**config.mk**
```make
export PLATFORM = sky130hd
export DESIGN_NAME = asne_sqrt
export DESIGN_NICKNAME = d
export VERILOG_FILES = /design/src/rtl/asne_pkg.sv /design/src/rtl/asne_sqrt.sv
export SDC_FILE = /design/constraint.sdc
export NUM_CORES = 1
export LEC_CHECK = 0
export BUFFER_PORTS_ARGS = -buffer_cell sky130_fd_sc_hd__buf_2
export CAP_MARGIN = 15
export CORE_MARGIN = 3
export CORE_UTILIZATION = 50
export DETAILED_ROUTE_END_ITERATION = 10
export PLACE_DENSITY = 0.69
export REMOVE_ABC_BUFFERS = 1
export SETUP_SLACK_MARGIN = 0.3
export SLEW_MARGIN = 20
export SYNTH_ARGS = -nofsm -noshare
export SYNTH_HDL_FRONTEND = slang
export SYNTH_SLANG_ARGS = --single-unit
```
**constraint.sdc**
```tcl
create_clock -name clock -period 15.9 [get_ports clock]
set_input_delay 1.59 -clock clock [delete_from_list [all_inputs] [get_ports clock]]
set_output_delay 1.59 -clock clock [all_outputs]
set_load 0.1 [all_outputs]
```
**src/rtl/asne_pkg.sv**
```systemverilog
package asne_pkg;

   localparam int unsigned VEL_FRAC_BITS = 24;

   localparam int unsigned ADDR_W = 5;
   localparam logic [2:0] REG_GAMMA   = 3'd0;
   localparam logic [2:0] REG_BETA    = 3'd1;
   localparam logic [2:0] REG_DT      = 3'd2;
   localparam logic [2:0] REG_INIT_X  = 3'd3;
   localparam logic [2:0] REG_INIT_Y  = 3'd4;
   localparam logic [2:0] REG_INIT_Z  = 3'd5;

   localparam logic [31:0] GAMMA_RST  = 32'd16777216;
   localparam logic [31:0] BETA_RST   = 32'd16777216;
   localparam logic [31:0] DT_RST     = 32'd42949673;
   localparam logic signed [31:0] INIT_X_RST = 32'sd0;
   localparam logic signed [31:0] INIT_Y_RST = 32'sd0;
   localparam logic signed [31:0] INIT_Z_RST = 32'sd1073741824;

   // Right shifts applied to the product after it has been moved up by eight bits.
   localparam int unsigned SH_VV     = 2 * VEL_FRAC_BITS - 16;
   localparam int unsigned SH_LEAK   = 32;
   localparam int unsigned SH_STEP   = 40;
   localparam int unsigned SH_PROJ   = 38;
   localparam int unsigned SH_GAIN   = 40;
   localparam int unsigned SH_CORR   = 26;
   localparam int unsigned SH_SQUARE = 8;

   localparam logic [63:0] LIM48 = 64'h0000_7FFF_FFFF_FFFF;
   localparam logic [63:0] LIM62 = 64'h1FFF_FFFF_FFFF_FFFF;
   localparam logic [63:0] LIM63 = 64'h3FFF_FFFF_FFFF_FFFF;

   typedef enum logic [2:0] {
      MUL_VV,
      MUL_LEAK,
      MUL_STEP,
      MUL_PROJ,
      MUL_GAIN,
      MUL_CORR,
      MUL_SQUARE
   } mul_op_type;

endpackage

```
**src/rtl/asne_sqrt.sv**
```systemverilog
module asne_sqrt (
   input  logic        clock,
   input  logic        reset,
   input  logic        start,
   input  logic [63:0] radicand,
   output logic        done,
   output logic [31:0] root
);
   import asne_pkg::*;

   logic [63:0] x_ff, x_in, r_ff, r_in, bit_ff, bit_in;
   logic        busy_ff, busy_in, done_ff, done_in;
   logic [63:0] trial;

   always_comb begin
      trial   = r_ff + bit_ff;
      x_in    = x_ff;
      r_in    = r_ff;
      bit_in  = bit_ff;
      busy_in = busy_ff;
      done_in = 1'b0;
      if (start) begin
         x_in    = radicand;
         r_in    = 64'd0;
         bit_in  = 64'h4000_0000_0000_0000;
         busy_in = 1'b1;
      end else if (busy_ff) begin
         if (x_ff >= trial) begin
            x_in = x_ff - trial;
            r_in = (r_ff >> 1) + bit_ff;
         end else begin
            r_in = r_ff >> 1;
         end
         bit_in = bit_ff >> 2;
         if (bit_ff[0]) begin
            busy_in = 1'b0;
            done_in = 1'b1;
         end
      end
   end

   always_ff @(posedge clock) begin
      if (reset) begin
         busy_ff <= 1'b0;
         done_ff <= 1'b0;
      end else begin
         busy_ff <= busy_in;
         done_ff <= done_in;
      end
   end

   always_ff @(posedge clock) begin
      x_ff   <= x_in;
      r_ff   <= r_in;
      bit_ff <= bit_in;
   end

   assign done = done_ff;
   assign root = r_ff[31:0];

endmodule

```
After elaboration in Yosys (flattened, before gate mapping). Index checks and enable logic that the tools add are counted.

Input port bits: 67. Register bits: 162. Logic and storage cells: 22.

Bitwise operators: 1. $lt $le $gt $ge: 1. Reductions and logical operators: 4. Multiplexer cells: 8. Add/subtract/negate cells: 3.

Operators with widths (number): 64-bit 2-to-1 mux (4); 63-bit by 63-bit adder with 64-bit output (1); 64-bit by 63-bit adder with 64-bit output (1); 64-bit greater-or-equal comparator (1); 64-bit subtractor (1); 1-bit 2-to-1 mux (4); 2-bit nonzero test (2); 3-bit OR reduction (1); 2-bit AND reduction (1); 1-bit inverter (1).

Depth between registers and ports, before layout.
Depth after elaboration: 5. Depth in mapped cells: 27. Mapped depth without buffers: 23.

Least setup slack after synthesis. Ideal clock, no wire load.

Kind: register -> register. From: reg r_ff[12]. To: reg x_ff[0] (enable). Stages on the path, launching flop included: 23. Period minus slack after synthesis: 9.492 ns. Path slack: 6.408 ns. Arrival: 8.918 ns. Cells stage by stage: dfxtp_1 ha_1 buf_2 o211a_1 o2111ai_1 nor4_2 a21oi_1 o41ai_2 a22oi_2 o41ai_4 nand2_1 a21boi_0 xnor2_1 ha_1 clkbuf_1 nand4_1 nor4_1 nand4_1 a21oi_2 nor2_2 buf_2 buf_2 o21ai_0.

Longest elaborated chain between the ends: 4.

RTL lines: from (decl) (line asne_sqrt.sv:11) `logic [63:0] x_ff, x_in, r_ff, r_in, bit_ff, bit_in;`; from (signal assigned) (line asne_sqrt.sv:54) `r_ff <= r_in;`; 64-bit by 63-bit adder with 64-bit output (line asne_sqrt.sv:16) `trial = r_ff + bit_ff;`; 64-bit greater-or-equal comparator (line asne_sqrt.sv:28) `if (x_ff >= trial) begin`; 2-bit nonzero test (no source line); 2-bit AND reduction (no source line); to (signal assigned) (line asne_sqrt.sv:53) `x_ff <= x_in;`; to (decl) (line asne_sqrt.sv:11).

Every way passes these cells. A chain may end at the register's enable or synchronous reset.

Final worst setup path.
From: reg bit_ff[0]. To: reg x_ff[39] (enable).

Longest elaborated chain between the ends: 4.

RTL lines: from (decl) (line asne_sqrt.sv:11); from (signal assigned) (line asne_sqrt.sv:55) `bit_ff <= bit_in;`; 64-bit by 63-bit adder with 64-bit output (line asne_sqrt.sv:16); 64-bit greater-or-equal comparator (line asne_sqrt.sv:28); 2-bit nonzero test (no source line); 2-bit AND reduction (no source line).

Every way passes these cells.

==> flow_metrics.py <==
metrics = {
    "placed_design": {
        "port-buffer-count": 99,
        "hpwl_um": 32700,
        "gp_congestion": 0.954,
    },
    "floorplanning": {
        "die-area_um2": 33000,
        "core_um2": 30000,
        "row_count": 63,
        "die_h_um": 182,
        "io_pins": 100,
        "die_w_um": 182,
        "initial_core_util_pct": 51.4,
    },
    "synth": {
        "synthTopCellsByArea": "dfxtp_1 (13%), edfxtp_1 (12%), ha_1 (11%)",
        "synthArstFlopShare_pct": 0,
        "synth_warnings": 0,
        "synth-seq-cells": 162,
        "synth_cell_types": 94,
        "synth_top_cell_area_share_pct": 12.7,
        "synthFlopType": "dfxtp_1",
        "synth_enable_flop_cells": 64,
        "yosys.area.top_type": "dfxtp_1",
        "synthCells": 1956,
        "synthesis.area_um2": 15400,
        "ys_seq_area_share_pct": 25.2,
        "avgSynthCellArea_um2": 7.89,
    },
    "grt": {
        "grt_overflow": 0,
        "grt_pass1_wl_um": 70100,
        "grt_pass1_vias": 13200,
        "grt_max_degree": 86,
        "track_usage_pct": 25.9,
        "antenna_found_initial": 0,
    },
    "setup_path": {
        "cp_max_fo": 70,
        "critical_path_class": "reg -> reg",
        "cp.arrival_ns": 6.64,
        "endpoint_kind": "register",
        "start_kind": "register",
        "worstPathRequired_ns": 15.99,
    },
    "sta": {
        "slew_viol_final": 0,
        "relSlewSlack_pct": 28.5,
        "setup_viol": 0,
        "fin_crit_ns": 6.56,
        "tightest_slew_ns": 1.07,
        "fin_crit_sh_pct": 41.2,
        "clock_skew_ns": 0.0119,
        "setup_tns_ns": 0,
        "max_freq_mhz": 153,
        "hold_viol": 0,
        "rsz0062_at_grt": "no",
    },
    "layout": {
        "syn_to_final_growth_pct": 5.99,
        "antenna_cells": 0,
        "nets": 2129,
        "layout-drive-gt1-share_pct": 10.2,
        "fill_cells": 2787,
        "final_common_cell": "nand2_1",
        "register_area_um2": 3890,
        "layout_common_cells": "nand2_1 (203), nor2_1 (195), o21ai_0 (165), a21oi_1 (132), ha_1 (130)",
        "multiInputGateArea_um2": 10700,
    },
    "cts": {
        "holdBufCountCts": 0,
        "clkLatencyLatePin_ns": 0.46,
        "root_buffer": "clkbuf_16",
        "cts.sink_count": 162,
        "clk_path_buf_depth": 2,
        "path_clk_slew_ns": 0.07,
        "cts_htree_levels": 4,
        "cts_buffers": 17,
        "post_cts_buffers": 0,
        "cts_resized": 0,
        "cts_tree": "built",
    },
    "worst_hold_path": {
        "hold_class": "reg -> reg",
    },
    "power_and_ir_drop": {
        "leakage_nw": 6.32,
        "powerDensity_nw_per_um2": 143,
        "peakVddDrop_mv": 0.114,
        "p_total_mw": 2.34,
    },
    "detailed_routing": {
        "num_vias": 14600,
        "dr.pass1.iters": 6,
        "met1Wirelength_um": 22200,
        "top_layer": "met4",
        "drt-total-wl_um": 43900,
        "dr_wl_met3_um": 2730,
        "route.detailed.drc": 0,
        "routedWlPerCell_um": 18.8,
        "wl_met2_um": 18400,
        "drt_iter0_drc": 1536,
        "drtAntennaViolNets": 0,
        "via_per_inst": 6.24,
    },
    "outcome": {
        "outcome": "finished clean",
    },
    "job": {
        "max_cap_viol_count": 0,
    },
}
metrics by stage:
stage	util, %	cells	hold slack [ns]	cell area (um2)	setup WS [ns]
2_1_floorplan	-	1806	0.468	14700	5.74
3_3_place_gp	52.5	2302	0.487	15800	9.57
3_5_place_dp	52.5	2302	0.526	15800	9.39
4_1_cts	54.5	2334	0.536	16400	9.38
5_1_grt	54.5	2334	0.577	16400	8.76
6_report	54.5	2334	0.547	16400	9.34
critical path, cell delays in order (launching register included):
cell and delay (ns):
dfxtp_1 0.39, ha_1 0.19, ha_1 0.19, a21oi_1 0.12, o21ai_0 0.33, a221o_1 0.25, a21oi_1 0.15, o41ai_2 0.48
a22oi_2 0.18, o41ai_4 0.50, a21oi_2 0.15, nor4b_1 0.29, a311oi_1 0.11, ha_1 0.42, nand4_1 0.20, nor4_1 0.44
nand4_1 0.17, a21oi_2 0.25, nor2_4 0.04, buf_4 0.35, o21ai_4 0.21, buf_4 0.71
kinds of logic after synthesis:
kind of cell    after synthesis  share of synthesized area [%]
compound gates              641                           27.5
xor+xnor                    153                           8.68
fa+ha+maj                   131                           10.7
buf+inv                     191                           5.71
flops                       162                           25.2
mux                          50                           3.28
simple gates                628                           19.0
registers in the layout, summed over array words and instances (netlist names):
signal and cells:
bit_ff 32, busy_ff 1, done 1, r_ff 64, x_ff 64
routing by layer:
| layer | GRT usage (%) | vias up |
|---|---|---|
| li1 | - | 7155 |
| met1 | 39.9 | 6837 |
| met2 | 38.1 | 528 |
| met3 | 3.37 | 45 |
| met4 | 6.19 | 0 |
| met5 | 0 | - |
final timing paths:
path / start / end / slack, ns / depth (start not counted)
max: bit_ff[0]$_SDFFE_PP0P_ / x_ff[39]$_DFFE_PP_ / 9.34 / 21
min: r_ff[0]$_SDFFE_PP0P_ / r_ff[0]$_SDFFE_PP0P_ / 0.55 / 2
max reg2reg: bit_ff[0]$_SDFFE_PP0P_ / x_ff[39]$_DFFE_PP_ / 9.34 / 21
min reg2reg: r_ff[0]$_SDFFE_PP0P_ / r_ff[0]$_SDFFE_PP0P_ / 0.55 / 2
layout make-up:
class	instances	area share (%)
timing repair buffer	106	3.39
inverter	41	0.941
sequential	162	23.8
clock inverter	14	0.849
clock buffer	18	2.75
multi-input combinational	1603	65.3
tap	390	2.98
cells in the mapped netlist, types with 8 or more instances:
library cell,instances
a211o_1,8
a21oi_1,132
nor3_1,26
buf_1,9
a211oi_1,45
xnor2_1,84
nand4_1,44
o21a_1,13
nand2_1,203
o21ai_1,9
buf_4,36
nor2b_1,16
clkbuf_1,82
o21bai_1,23
o31ai_1,8
o21ai_0,166
a311oi_1,12
and2_1,17
nor4_1,8
and3_1,15
a21o_1,50
dfxtp_1,98
mux2i_1,45
a21boi_0,10
xor2_1,69
inv_1,40
edfxtp_1,64
nand3_1,43
or3_1,16
a31o_2,14
ha_1,130
a31oi_1,68
nor2_1,195
buf_2,19
where the power goes:
group          internal, mW  switching (mW)  total, mW  leakage [nW]
Sequential            0.543          0.0742      0.618          1.44
Combinational         0.476           0.813       1.29          4.58
Clock                 0.230           0.201      0.430         0.295
Total                  1.25            1.09       2.34          6.32
(Power assumes the default switching activity.)
