[config.mk]
export PLATFORM = sky130hd
export DESIGN_NAME = asne_div
export DESIGN_NICKNAME = d
export VERILOG_FILES = /design/src/rtl/asne_pkg.sv /design/src/rtl/asne_div.sv
export SDC_FILE = /design/constraint.sdc
export NUM_CORES = 1
export LEC_CHECK = 0
export BUFFER_PORTS_ARGS = -buffer_cell sky130_fd_sc_hd__buf_4
export CELL_PAD_IN_SITES_DETAIL_PLACEMENT = 1
export CELL_PAD_IN_SITES_GLOBAL_PLACEMENT = 1
export CORE_ASPECT_RATIO = 1.4
export CORE_MARGIN = 2
export CORE_UTILIZATION = 40
export CTS_BUF_LIST = sky130_fd_sc_hd__clkbuf_4 sky130_fd_sc_hd__clkbuf_8
export DETAILED_ROUTE_END_ITERATION = 8
export MAX_ROUTING_LAYER = met4
export PLACE_DENSITY_LB_ADDON = 0.1
export SKIP_LAST_GASP = 1
export SLEW_MARGIN = 25
export SYNTH_ARGS = -nofsm -noshare
export SYNTH_HDL_FRONTEND = slang
export SYNTH_SLANG_ARGS = --single-unit
[constraint.sdc]
create_clock -name clock -period 7.7 [get_ports clock]
set_input_delay 1.54 -clock clock [delete_from_list [all_inputs] [get_ports clock]]
set_output_delay 1.54 -clock clock [all_outputs]
set_load 0.05 [all_outputs]
[src/rtl/asne_pkg.sv]
package asne_pkg;

   localparam int unsigned VEL_FRAC_BITS = 24;

   localparam int unsigned ADDR_W = 5;
   localparam logic [2:0] REG_GAMMA   = 3'd0;
   localparam logic [2:0] REG_BETA    = 3'd1;
   localparam logic [2:0] REG_DT      = 3'd2;
   localparam logic [2:0] REG_INIT_X  = 3'd3;
   localparam logic [2:0] REG_INIT_Y  = 3'd4;
   localparam logic [2:0] REG_INIT_Z  = 3'd5;

   localparam logic [31:0] GAMMA_RST  = 32'd16777216;
   localparam logic [31:0] BETA_RST   = 32'd16777216;
   localparam logic [31:0] DT_RST     = 32'd42949673;
   localparam logic signed [31:0] INIT_X_RST = 32'sd0;
   localparam logic signed [31:0] INIT_Y_RST = 32'sd0;
   localparam logic signed [31:0] INIT_Z_RST = 32'sd1073741824;

   // Right shifts applied to the product after it has been moved up by eight bits.
   localparam int unsigned SH_VV     = 2 * VEL_FRAC_BITS - 16;
   localparam int unsigned SH_LEAK   = 32;
   localparam int unsigned SH_STEP   = 40;
   localparam int unsigned SH_PROJ   = 38;
   localparam int unsigned SH_GAIN   = 40;
   localparam int unsigned SH_CORR   = 26;
   localparam int unsigned SH_SQUARE = 8;

   localparam logic [63:0] LIM48 = 64'h0000_7FFF_FFFF_FFFF;
   localparam logic [63:0] LIM62 = 64'h1FFF_FFFF_FFFF_FFFF;
   localparam logic [63:0] LIM63 = 64'h3FFF_FFFF_FFFF_FFFF;

   typedef enum logic [2:0] {
      MUL_VV,
      MUL_LEAK,
      MUL_STEP,
      MUL_PROJ,
      MUL_GAIN,
      MUL_CORR,
      MUL_SQUARE
   } mul_op_type;

endpackage

[src/rtl/asne_div.sv]
module asne_div (
   input  logic        clock,
   input  logic        reset,
   input  logic        start,
   input  logic [63:0] dividend,
   input  logic [31:0] divisor,
   output logic        done,
   output logic [63:0] quotient
);
   import asne_pkg::*;

   logic [63:0] num_ff, num_in;
   logic [31:0] rem_ff, rem_in, den_ff, den_in;
   logic [5:0]  cnt_ff, cnt_in;
   logic        busy_ff, busy_in, done_ff, done_in;
   logic [32:0] trial;

   always_comb begin
      trial   = {rem_ff, num_ff[63]};
      num_in  = num_ff;
      rem_in  = rem_ff;
      den_in  = den_ff;
      cnt_in  = cnt_ff;
      busy_in = busy_ff;
      done_in = 1'b0;
      if (start) begin
         num_in  = dividend;
         rem_in  = 32'd0;
         den_in  = divisor;
         cnt_in  = 6'd0;
         busy_in = 1'b1;
      end else if (busy_ff) begin
         if (trial >= {1'b0, den_ff}) begin
            rem_in = 32'(trial - {1'b0, den_ff});
            num_in = {num_ff[62:0], 1'b1};
         end else begin
            rem_in = trial[31:0];
            num_in = {num_ff[62:0], 1'b0};
         end
         cnt_in = cnt_ff + 6'd1;
         if (cnt_ff == 6'd63) begin
            busy_in = 1'b0;
            done_in = 1'b1;
         end
      end
   end

   always_ff @(posedge clock) begin
      if (reset) begin
         busy_ff <= 1'b0;
         done_ff <= 1'b0;
      end else begin
         busy_ff <= busy_in;
         done_ff <= done_in;
      end
   end

   always_ff @(posedge clock) begin
      num_ff <= num_in;
      rem_ff <= rem_in;
      den_ff <= den_in;
      cnt_ff <= cnt_in;
   end

   assign done     = done_ff;
   assign quotient = num_ff;

endmodule

# Yosys cells after proc, flatten, opt, wreduce, memory -nomap -nowiden
# Index checks and enable logic that the tools add are counted.
[word_totals] wordCells=21 output_inout_bits=65 ff_bits=136 inputBits=99
[op_classes] muxes=8 add_sub_neg=2 n_eq_ne=1 bitwise=1 n_lt_le_gt_ge=1 reduce_logical=2
[ops] operator="two-way mux 64 bit" n=2
[ops] operator="greater-or-equal comparator 33 x 32 -> 1 bit" n=1
[ops] operator="two-way mux 32 bit" n=1
[ops] operator="subtractor 32 bit" n=1
[ops] operator="adder 6 x 1 -> 6 bit, second input constant" n=1
[ops] operator="equality test 6 bit, second input constant" n=1
[ops] operator="two-way mux 1 bit" n=5
[ops] operator="OR reduction 3 bit" n=1
[ops] operator="nonzero test 2 bit" n=1
[ops] operator="inverter 1 bit" n=1

# Depth between registers and ports, before layout
[depth] word_depth=4 depth_mapped=13 mapped_depth_nobuf=11

# Worst setup path after synthesis
# OpenSTA, ideal clock, no wires.
[synth_timing] path_type="input to register" startpoint="in start" endpoint="reg num_ff[0], in the netlist quotient[0] (enable)" t_arrival_ns=3.450 cell_stages=4 n_path_buf=2 path_slack_ns=3.832 setup_ns=0.418 required_time_ns=7.282 cell_sequence="clkbuf_1 -> clkbuf_1 -> nor2_1 -> inv_1"
[synth_between] elab_chain_cells=1
[synth_lines] item="from (decl)" line_no="asne_div.sv:4" rtl="input logic start,"
[synth_lines] item="nonzero test 2 bit (no line)"
[synth_lines] item="to (signal assigned)" line_no="asne_div.sv:59" rtl="num_ff <= num_in;"
[synth_lines] item="to (decl)" line_no="asne_div.sv:12" rtl="logic [63:0] num_ff, num_in;"
# No other way between the ends.
# A chain may end at the register's enable or synchronous reset.

# Final worst setup path
[layout_timing] startpoint="reg den_ff[18]" endpoint="reg rem_ff[9]"
[layout_between] elab_chain_cells=2
[layout_lines] item="from (decl)" line_no="asne_div.sv:13" rtl="logic [31:0] rem_ff, rem_in, den_ff, den_in;"
[layout_lines] item="from (signal assigned)" line_no="asne_div.sv:61" rtl="den_ff <= den_in;"
[layout_lines] item="greater-or-equal comparator 33 x 32 -> 1 bit" line_no="asne_div.sv:33" rtl="if (trial >= {1'b0, den_ff}) begin"
[layout_lines] item="two-way mux 32 bit" line_no="asne_div.sv:33"
[layout_lines] item="to (signal assigned)" line_no="asne_div.sv:60" rtl="rem_ff <= rem_in;"
[layout_lines] item="to (decl)" line_no="asne_div.sv:13"
# No other way between the ends.

==> flow_metrics.tcl <==
set metrics [dict create \
    status "completed" \
    crit_chain "inv_1 -> ha_1 -> a211oi_1 -> o21ai_0 -> a41o_1 -> a221o_1 -> o2111ai_2 -> and2_1 -> buf_4 -> nand2_1 -> a311oi_1" \
    reg2reg_to "rem_ff[9]" \
    drt-pass1-iter-count 4 \
    slew_headroom_pct 41.9 \
    cts_buffers 17 \
    detail-route-antenna-nets 0 \
    power.switching_uw 704 \
    crit_required_ns 8.05 \
    wl_per_cell_um 18.0 \
    pwr-share-clk_pct 28.5 \
    clockRootBuffer "clkbuf_8" \
    cts_setup_buffers 0 \
    portBuffers 163 \
    grt_pass1_vias 6304 \
    worstHoldStart "rem_ff[29]" \
    p_comb_share_pct 27.2 \
    die_y_um 163 \
    clk_path_buf_depth 2 \
    diodes 0 \
    core_area_um2 17900 \
    synth.net_count 797 \
    drcViolationCount 0 \
    setup_viol 0 \
    p_per_area_nw_per_um2 224 \
    grt_max_degree 65 \
    cp_num_buf_inv 2 \
    cts_resized 0 \
    htree_levels 4 \
    final_common_cell "buf_4" \
    vias_per_cell 5.32 \
    cp_slowest_stage_delay_ns 0.57 \
    dp_hpwl_um 14400 \
    tns_ns 0 \
    worst_path_max_delay_cell "and2_1" \
    skew_ns 0.0149 \
    syn2layout_area_growth_pct 25.0 \
    final.min_clock_period_ns 3.70 \
    drt_iter0_drc 169 \
    fin_crit_sh_pct 48.0 \
    num_vias 5713 \
    ir_drop_v 0.000132 \
    die_area_um2 19300 \
    fp.dieW_um 118 \
    finalWirelength_um 19300 \
    timing.rr.start "den_ff[18]" \
    track_usage_pct 21.1 \
    power.internal_uw 1330 \
    layout_common_cells "169 x buf_4, 96 x edfxtp_1, 67 x nand2_1, 66 x mux2_2, 55 x nor2_1" \
    finalHoldViolCount 0 \
    synth_seq_area_share_pct 50.7 \
    gp_congestion 0.855 \
    cp_max_fo 16 \
    arrival_ns 4.05 \
    antenna_found_initial 0 \
    cts.sinks 136 \
    holdWs_ns 0.500 \
    synth_edf_count 96 \
    nNetsFinal 955 \
    async_reset_ff_share_pct 0 \
    rsz0062_at_grt "false" \
    ys_dominant_reg_cell "edfxtp_1" \
    critical_path.endpoint_type "register" \
    cts_tree "yes" \
    ys_seq_elements 136 \
    ioPinCount 164 \
    p_seq_share_pct 44.3 \
    drive_gt1_share_pct 32.3 \
    start_util_pct 40.7 \
    grt_pass1_wl_um 31200 \
    ys_warn_count 0 \
    start_kind "register" \
    p_leak_uw 0.00379 \
    p_sw_share_pct 34.5 \
    gr-total-overflow 0 \
    reg2regPathDepth 11 \
    clk_latency_ns 0.46 \
    path_clk_slew_ns 0.08 \
    ctsHoldBuffers 0 \
    hold_depth 2 \
    fmax_mhz 271 \
    criticalPathCategory "reg2reg" \
    maxCapViolCount 0 \
    crit_family "compound AO/OA/AOI/OAI gates" \
    synth_area_um2 7260 \
    hold_class "reg2reg" \
    worstMarginPinSlew_ns 0.870 \
    synth_cell_types 54 \
    min_to "rem_ff[29]" \
    postSynthAreaPerCell_um2 10.9 \
    reg2reg_slack_ns 4.00 \
    synthCells 664 \
    num_rows 58 \
    drv_slew 0 \
]
==> power groups by stage <==
stage / Sequential, µW / Clock (µW) / Combinational, µW
2_1_floorplan: 1030 / 0 / 264
3_3_place_gp: 915 / 0 / 546
3_5_place_dp: 918 / 0 / 557
4_1_cts: 904 / 601 / 559
5_1_grt: 912 / 629 / 601
6_report: 902 / 580 / 555
==> layer usage <==
metal | part of all wire [%] | GRT usage (%) | vias to the layer above
met4 | 3.1 | 9.36 | 0
li1 | - | - | 2768
met1 | 40 | 22.2 | 2748
met2 | 52 | 37.1 | 159
met5 | 0 | - | -
met3 | 5.5 | 5.76 | 38
==> layout make-up <==
| class | instances | area, µm² |
|---|---|---|
| clock buffer | 17 | 234 |
| clock inverter | 14 | 143 |
| fill | 2010 | 8780 |
| inverter | 44 | 165 |
| multi-input combinational | 454 | 3280 |
| sequential | 136 | 3680 |
| tap | 240 | 300 |
| timing repair buffer | 169 | 1270 |
==> synthesized netlist by cell type, types with 4 or more instances <==
cell type	instances	area share [%]
a211o_1	5	0.60
a211oi_1	8	0.83
a21boi_0	4	0.41
a21o_1	11	1.1
a21oi_1	31	2.1
a311oi_1	21	2.5
and3_1	10	0.86
buf_1	4	0.21
buf_2	4	0.28
clkbuf_1	19	0.98
dfxtp_1	40	11
edfxtp_1	96	40
ha_1	33	5.7
inv_1	44	2.3
mux2_2	66	10
mux2i_1	4	0.55
nand2_1	67	3.5
nand2b_1	7	0.60
nand3_1	6	0.41
nand4_1	6	0.52
nor2_1	55	2.8
o211ai_1	6	0.62
o21a_1	8	0.83
o21ai_0	32	2.2
xnor2_1	17	2.1
xor2_1	10	1.2
==> flip-flops by register name (all words and copies together) (netlist names) <==
name / flops
busy_ff: 1
cnt_ff: 6
den_ff: 32
quotient: 64
done: 1
rem_ff: 32
==> through the flow <==
| step | total power, µW | instances | setup WS [ns] | utilization [%] | instance area [µm²] |
|---|---|---|---|---|---|
| 6_report | 2040 | 1074 | 4.00 | 50.8 | 9070 |
| 5_1_grt | 2140 | 1074 | 3.77 | 50.8 | 9070 |
| 4_1_cts | 2060 | 1074 | 4.01 | 50.8 | 9070 |
| 3_5_place_dp | 1480 | 1043 | 3.85 | 48.7 | 8700 |
| 3_3_place_gp | 1460 | 1043 | 3.94 | 48.7 | 8700 |
| 2_1_floorplan | 1300 | 664 | 3.83 | - | 7260 |
==> worst max-delay path by stage <==
stage | startpoint | to | cells after the start
3_5_place_dp | start | quotient[2] | 4
5_1_grt | den_ff[18] | rem_ff[2] | 11
4_1_cts | den_ff[18] | rem_ff[9] | 11
3_3_place_gp | start | quotient[8] | 4
6_report | den_ff[18] | rem_ff[9] | 11
2_1_floorplan | start | quotient[0] | 4
==> cell families (layout without fill, tap and decap cells) <==
group	Yosys count	count (layout)	synth area share (%)
adders and majority gates	34	34	5.96
xor gates and xnor gates	27	27	3.26
DFF	136	136	50.7
AOI/OAI and AO/OA	155	155	14.8
muxes	70	70	10.8
and+or+nand+nor	168	168	10.3
buffers and inverters	74	244	4.10
==> worst reg2reg max path: cells and delay by family (launching register included) <==
kind                       cells  cell delay (ns)
DFF                            1             0.35
adders and majority gates      1             0.37
AOI/OAI and AO/OA              6             1.83
buffers and inverters          2             0.40
and+or+nand+nor                2             0.67
Note: power is estimated with default switching activity, not from simulation.
